File: src/rtl/core/cms_pkg.sv
// Package for the counted multiset table: command/result beat types,
// opcode and status codes. No dependencies.
package cms_pkg;

    localparam int KEY_W   = 32;
    localparam int COUNT_W = 32;
    localparam int INDEX_W = 6;
    localparam int DIST_W  = 7;

    localparam logic [1:0] OP_ADD    = 2'd0;
    localparam logic [1:0] OP_REMOVE = 2'd1;
    localparam logic [1:0] OP_LOOKUP = 2'd2;
    localparam logic [1:0] OP_READ   = 2'd3;

    localparam logic [1:0] ST_OK       = 2'd0;
    localparam logic [1:0] ST_NOTFOUND = 2'd1;
    localparam logic [1:0] ST_FULL     = 2'd2;
    localparam logic [1:0] ST_RANGE    = 2'd3;

    typedef struct packed {
        logic [1:0]         opcode;
        logic [KEY_W-1:0]   key;
        logic [INDEX_W-1:0] index;
    } t_cms_in;

    typedef struct packed {
        logic               found;
        logic [COUNT_W-1:0] count;
        logic [DIST_W-1:0]  distinct;
        logic [KEY_W-1:0]   read_key;
        logic [1:0]         status;
    } t_cms_out;

endpackage

File: src/rtl/core/cms_ctrl.sv
// Sequencer for the counted multiset table: key scan, count update,
// shift-down on delete, indexed read. Uses cms_pkg; drives cms_ram ports.
module cms_ctrl #(
    parameter int ENTRIES = 64,
    parameter int KW      = 32,
    parameter int AW      = 6,
    parameter int UW      = 7
) (
    input  logic                   i_clk,
    input  logic                   i_rst_n,
    input  logic                   i_start,
    input  cms_pkg::t_cms_in       i_cmd,
    output logic                   o_busy,
    output logic                   o_done,
    output cms_pkg::t_cms_out      o_result,
    output logic                   o_we,
    output logic [AW-1:0]          o_waddr,
    output logic [KW+31:0]         o_wdata,
    output logic                   o_re,
    output logic [AW-1:0]          o_raddr,
    input  logic [KW+31:0]         i_rdata
);
    import cms_pkg::*;

    localparam int PW = UW + 1;
    localparam int CW = (UW > INDEX_W) ? UW : INDEX_W;

    localparam logic [2:0] S_IDLE    = 3'd0;
    localparam logic [2:0] S_SCAN_RD = 3'd1;
    localparam logic [2:0] S_SCAN_CK = 3'd2;
    localparam logic [2:0] S_SH_RD   = 3'd3;
    localparam logic [2:0] S_SH_WR   = 3'd4;
    localparam logic [2:0] S_RD_WAIT = 3'd5;

    logic [2:0]         r_state, n_state;
    logic [1:0]         r_op, n_op;
    logic [KW-1:0]      r_key, n_key;
    logic [AW-1:0]      r_ptr, n_ptr;
    logic [UW-1:0]      r_used, n_used;
    logic               r_done, n_done;
    t_cms_out           r_res, n_res;

    logic [KW-1:0]      rd_key;
    logic [COUNT_W-1:0] rd_cnt;
    logic [PW-1:0]      ptr_p1;
    logic [PW-1:0]      ptr_p2;
    logic [PW-1:0]      used_w;
    logic               do_nf;
    logic [1:0]         nf_op;
    logic [KW-1:0]      nf_key;
    logic [COUNT_W-1:0] cnt_inc;
    logic [COUNT_W-1:0] cnt_dec;

    function automatic t_cms_out mk_res(input logic f, input logic [COUNT_W-1:0] c,
                                        input logic [UW-1:0] u,
                                        input logic [KEY_W-1:0] rk,
                                        input logic [1:0] st);
        t_cms_out r;
        r.found    = f;
        r.count    = c;
        r.distinct = DIST_W'(u);
        r.read_key = rk;
        r.status   = st;
        return r;
    endfunction

    assign rd_key  = i_rdata[KW+31:COUNT_W];
    assign rd_cnt  = i_rdata[COUNT_W-1:0];
    assign ptr_p1  = PW'(r_ptr) + PW'(1);
    assign ptr_p2  = PW'(r_ptr) + PW'(2);
    assign used_w  = PW'(r_used);
    assign cnt_inc = (rd_cnt == '1) ? rd_cnt : rd_cnt + COUNT_W'(1);
    assign cnt_dec = rd_cnt - COUNT_W'(1);

    always_comb begin
        n_state = r_state;
        n_op    = r_op;
        n_key   = r_key;
        n_ptr   = r_ptr;
        n_used  = r_used;
        n_done  = 1'b0;
        n_res   = r_res;
        o_we    = 1'b0;
        o_waddr = r_ptr;
        o_wdata = {r_key, COUNT_W'(1)};
        o_re    = 1'b0;
        o_raddr = r_ptr;
        do_nf   = 1'b0;
        nf_op   = r_op;
        nf_key  = r_key;

        case (r_state)
            S_IDLE: begin
                if (i_start) begin
                    n_op  = i_cmd.opcode;
                    n_key = KW'(i_cmd.key);
                    n_ptr = '0;
                    if (i_cmd.opcode == OP_READ) begin
                        if (CW'(i_cmd.index) < CW'(r_used)) begin
                            o_re    = 1'b1;
                            o_raddr = AW'(i_cmd.index);
                            n_state = S_RD_WAIT;
                        end else begin
                            n_done = 1'b1;
                            n_res  = mk_res(1'b0, '0, r_used, '0, ST_RANGE);
                        end
                    end else if (r_used == '0) begin
                        do_nf  = 1'b1;
                        nf_op  = i_cmd.opcode;
                        nf_key = KW'(i_cmd.key);
                    end else begin
                        n_state = S_SCAN_RD;
                    end
                end
            end
            S_SCAN_RD: begin
                o_re    = 1'b1;
                o_raddr = r_ptr;
                n_state = S_SCAN_CK;
            end
            S_SCAN_CK: begin
                if (rd_key == r_key) begin
                    case (r_op)
                        OP_ADD: begin
                            o_we    = 1'b1;
                            o_wdata = {r_key, cnt_inc};
                            n_done  = 1'b1;
                            n_res   = mk_res(1'b1, cnt_inc, r_used, '0, ST_OK);
                            n_state = S_IDLE;
                        end
                        OP_REMOVE: begin
                            if (rd_cnt > COUNT_W'(1)) begin
                                o_we    = 1'b1;
                                o_wdata = {r_key, cnt_dec};
                                n_done  = 1'b1;
                                n_res   = mk_res(1'b1, cnt_dec, r_used, '0, ST_OK);
                                n_state = S_IDLE;
                            end else if (ptr_p1 < used_w) begin
                                // last copy: close the gap before shrinking
                                n_state = S_SH_RD;
                            end else begin
                                n_used  = r_used - UW'(1);
                                n_done  = 1'b1;
                                n_res   = mk_res(1'b1, '0, n_used, '0, ST_OK);
                                n_state = S_IDLE;
                            end
                        end
                        default: begin
                            n_done  = 1'b1;
                            n_res   = mk_res(1'b1, rd_cnt, r_used, '0, ST_OK);
                            n_state = S_IDLE;
                        end
                    endcase
                end else if (ptr_p1 < used_w) begin
                    n_ptr   = r_ptr + AW'(1);
                    n_state = S_SCAN_RD;
                end else begin
                    do_nf = 1'b1;
                end
            end
            S_SH_RD: begin
                o_re    = 1'b1;
                o_raddr = AW'(ptr_p1);
                n_state = S_SH_WR;
            end
            S_SH_WR: begin
                o_we    = 1'b1;
                o_wdata = i_rdata;
                n_ptr   = r_ptr + AW'(1);
                if (ptr_p2 < used_w) begin
                    n_state = S_SH_RD;
                end else begin
                    n_used  = r_used - UW'(1);
                    n_done  = 1'b1;
                    n_res   = mk_res(1'b1, '0, n_used, '0, ST_OK);
                    n_state = S_IDLE;
                end
            end
            S_RD_WAIT: begin
                n_done  = 1'b1;
                n_res   = mk_res(1'b0, '0, r_used, KEY_W'(rd_key), ST_OK);
                n_state = S_IDLE;
            end
            default: begin
                n_state = S_IDLE;
            end
        endcase

        // key absent: append on add (full status when no room), otherwise report not found
        if (do_nf) begin
            n_done  = 1'b1;
            n_state = S_IDLE;
            if (nf_op == OP_ADD) begin
                if (r_used == UW'(ENTRIES)) begin
                    n_res = mk_res(1'b0, '0, r_used, '0, ST_FULL);
                end else begin
                    o_we    = 1'b1;
                    o_waddr = AW'(r_used);
                    o_wdata = {nf_key, COUNT_W'(1)};
                    n_used  = r_used + UW'(1);
                    n_res   = mk_res(1'b0, COUNT_W'(1), n_used, '0, ST_OK);
                end
            end else begin
                n_res = mk_res(1'b0, '0, r_used, '0, ST_NOTFOUND);
            end
        end
    end

    always_ff @(posedge i_clk) begin
        if (!i_rst_n) begin
            r_state <= S_IDLE;
            r_used  <= '0;
            r_done  <= 1'b0;
        end else begin
            r_state <= n_state;
            r_used  <= n_used;
            r_done  <= n_done;
        end
    end

    always_ff @(posedge i_clk) begin
        r_op  <= n_op;
        r_key <= n_key;
        r_ptr <= n_ptr;
        r_res <= n_res;
    end

    assign o_busy   = (r_state != S_IDLE);
    assign o_done   = r_done;
    assign o_result = r_res;

endmodule

File: config.mk
export PLATFORM = sky130hd
export DESIGN_NAME = cms_ctrl
export DESIGN_NICKNAME = d
export VERILOG_FILES = /design/src/rtl/core/cms_pkg.sv /design/src/rtl/core/cms_ctrl.sv
export SDC_FILE = /design/constraint.sdc
export NUM_CORES = 1
export LEC_CHECK = 0
export ABC_AREA = 1
export BUFFER_PORTS_ARGS = -buffer_cell sky130_fd_sc_hd__buf_2
export CORE_UTILIZATION = 30
export CTS_CLUSTER_DIAMETER = 50
export DETAILED_ROUTE_END_ITERATION = 8
export GPL_ROUTABILITY_DRIVEN = 0
export HOLD_SLACK_MARGIN = 0.1
export MAX_ROUTING_LAYER = met4
export PLACE_DENSITY = 0.52
export SYNTH_ARGS = -nofsm -noshare
export SYNTH_HDL_FRONTEND = slang
export SYNTH_SLANG_ARGS = --single-unit
File: constraint.sdc
create_clock -name i_clk -period 11.75 [get_ports i_clk]
set_input_delay 0.5875 -clock i_clk [delete_from_list [all_inputs] [get_ports i_clk]]
set_output_delay 0.5875 -clock i_clk [all_outputs]
set_load 0.01 [all_outputs]
==> run metrics <==
DIE AREA=approximately 36000 sq um; Core Region=33900 sq um; power density over cell area=189 nW/um^2; Hold WC Path Type=in -> reg; CTS tree=done; Post-synth top cells=nand2_1 (430), nor2_1 (189), o21ai_0 (183); cts bufs inserted=17; crit path capture type=output port; FMAX=212 MHz; clk sinks=125; number of different library cells in the post-synthesis netlist=51; Post-CTS Setup Repair Bufs=0; Hold Buf Count CTS=0; layout cells sized above 1=0.209; Net Count, Synth=1649; MaxCap Viol Count=0; Design Area, Final=12500 sq um; vias per cell=4.98; top cell type's share of synthesized area=0.328; cell area after synthesis=10400 sq um; Max Clock Skew=between 0.01 and 0.015 ns; type of origin of the critical path=flop; Critical path origin=r_ptr[1]$_SDFFCE_PP0P_; flop2flop setup slack=approximately 7.6 ns; latest clock arrival within the worst-skew pair=approximately 0.43 ns; WL/cell=17.2 microns; Slew HR=0.202; Peak supply drop=0.105 mV; FP Rows=between 60 and 70; R2R depth=17; CP Data Arrival Time=4.13 ns; gr ovfl total=0; Die Y=189 microns; Crit Path Max Fanout=73; total track usage=0.216; worst path cell trace=ha_1 > nand2_1 > nor2_1 > nand2_1 > xor2_1 > inv_1 > ha_1 > nand2_1 > o21a_1 > nand2_2 > nand2_1 > o21ai_4 > nand2_4 > inv_6 > nand2_1 > o21ai_0 > buf_2; Worst path most repeated cell=nand2_1; Synthesis Warnings=0; status=finished clean; Post-synth EDFFs=around 110; LEAKAGE=0.00580 uW; FFs w/ async S/R, synth=0; type of the worst setup path=reg -> out; most frequent cell after synthesis=nand2_1; RSZ-0062 raised after global routing=no; synth top area cells=edfxtp_1 (33%), nand2_1 (15%), o21ai_0 (8.8%); Starting DRT DRC Count=between 800 and 900; CP peak stage delay=0.49 ns; RR Startpoint=r_ptr[1]$_SDFFCE_PP0P_; fin nets=1864; drt pass-1 iters=5; Yosys top cell by area=edfxtp_1; period utilization=0.401; Worst Setup EP=o_wdata[55]; Inst Count DP=2162; Cells after Synth=1518; endpoints failing setup=0; placed cell areas=12000 sq um; Avg Synthesized Cell Area=6.88 sq um; max-slew violation count=0; Inserted Diodes=0; antenna violations before repair=0; Fillers=roughly 3700; largest net degree at the start of global routing=74; IO Pins=~260; drt drc=0; fin cells=2193; Slew @ Worst Pin=1.20 ns; main flop type after synthesis=edfxtp_1; Die Width=roughly 190 microns; Seq cells post-synth=between 100 and 150; Antenna Violating Nets Remaining=0; Post-Route WL=37700 microns; r2r endpoint=o_result[53]$_SDFFCE_PP0P_; Layout area overhead=20.2%; Hold Fails Final Rpt=0; Final Util=0.370; Post-DP HPWL=28900 microns; CP required=~11 ns; CTS H-tree depth=4; WHS=0.353 ns; vias in the first global route=10046; I/O Buffers=260; Slowest-stage cell, CP=o21ai_4; global-route wire length before repair=57700 microns; cell chosen for the clock root=clkbuf_16; sequential fraction of the synthesis area=0.349; worst-case clock buffer depth=2; CTS resizes=0; Initial Util=0.308; routed vias=roughly 11000; Clk pin slew, worst setup/hold paths=0.06 ns; final setup TNS=0 ns; Final min period=around 4.7 ns
## per-stage QoR
step	setup slack, ns	power, uW
2_1_floorplan	7.61	1460
3_3_place_gp	7.67	1880
3_5_place_dp	7.56	1880
4_1_cts	7.09	2400
5_1_grt	6.62	2540
6_report	7.03	2380
## metal layers
layer  up-vias  track usage  wire length [microns]
li1       5417            -                      -
met3        63       0.0369                   2680
met1      4988        0.290                  17500
met2       464        0.324                  16400
met5         -            -                      0
met4         0       0.0782                   1060
## cell type report
cell class / count / area (sq um) / share of cell area
multi-input cells: 1148 / 5780 / 0.461
flip-flops and latches: 125 / 3640 / 0.290
repair buffers: 265 / 1340 / 0.107
inverters: 176 / 674 / 0.0538
well taps: 448 / 561 / 0.0447
clock buffers: 18 / 429 / 0.0342
clock inverters: 13 / 118 / 0.00937
## cell usage in the layout (no fill, tap or decap), types with 5 or more instances in the layout
master       n
a211oi_1     9
a21oi_1     30
a31oi_1      8
buf_2      260
buf_4        5
clkbuf_16   17
dfxtp_1     11
edfxtp_1   114
ha_1        24
inv_1      162
inv_2        7
nand2_1    429
nand2_2     11
nand3_1     52
nand3_2      5
nand4_1     19
nor2_1     187
nor2_2      14
nor2_4      12
nor3_1      28
o211ai_1    11
o21ai_0    183
o21ai_1     20
o221ai_1     6
o22ai_1     13
xor2_1      53
## worst min path at each step
stage | from | to | depth (start not counted)
after floorplan | r_used[0]$_SDFF_PN0_ | r_used[0]$_SDFF_PN0_ | 2
after global placement | r_used[0]$_SDFF_PN0_ | r_used[0]$_SDFF_PN0_ | 2
after detailed placement | r_used[0]$_SDFF_PN0_ | r_used[0]$_SDFF_PN0_ | 2
after CTS | i_cmd[30] | r_key[24]$_DFFE_PP_ | 1
after global routing | i_cmd[37] | r_key[31]$_DFFE_PP_ | 1
final | i_cmd[30] | r_key[24]$_DFFE_PP_ | 1
## power breakdown
| group | internal (uW) | total, uW | switching [uW] |
|---|---|---|---|
| sequential | 722 | 794 | 71.4 |
| clock | 290 | 507 | 217 |
| combinational | 334 | 1080 | 741 |
| total | 1350 | 2380 | 1030 |
## worst max-delay path: cells and delay by family, from the launching register on
family / cells / cell delay, ns
adders and majority gates: 2 / 0.52
AOI/OAI and AO/OA: 3 / 0.78
DFF: 1 / 0.46
xor gates and xnor gates: 1 / 0.25
buffers and inverters: 3 / 0.62
and+or+nand+nor: 8 / 0.98
## state kept, by name, summed over array words and instances (netlist names)
signal,cells
o_result,74
o_done,1
r_state,3
r_op,2
r_key,32
r_used,7
r_ptr,6
## logic make-up (layout without fill, tap and decap cells)
group,Yosys count,in the layout,synth area share
buffers and inverters,245,472,0.0985
DFF,125,125,0.349
xor gates and xnor gates,57,57,0.0478
AOI/OAI and AO/OA,290,290,0.152
adders and majority gates,24,24,0.0288
and+or+nand+nor,777,777,0.324
Note: power is estimated with default switching activity, not from simulation.
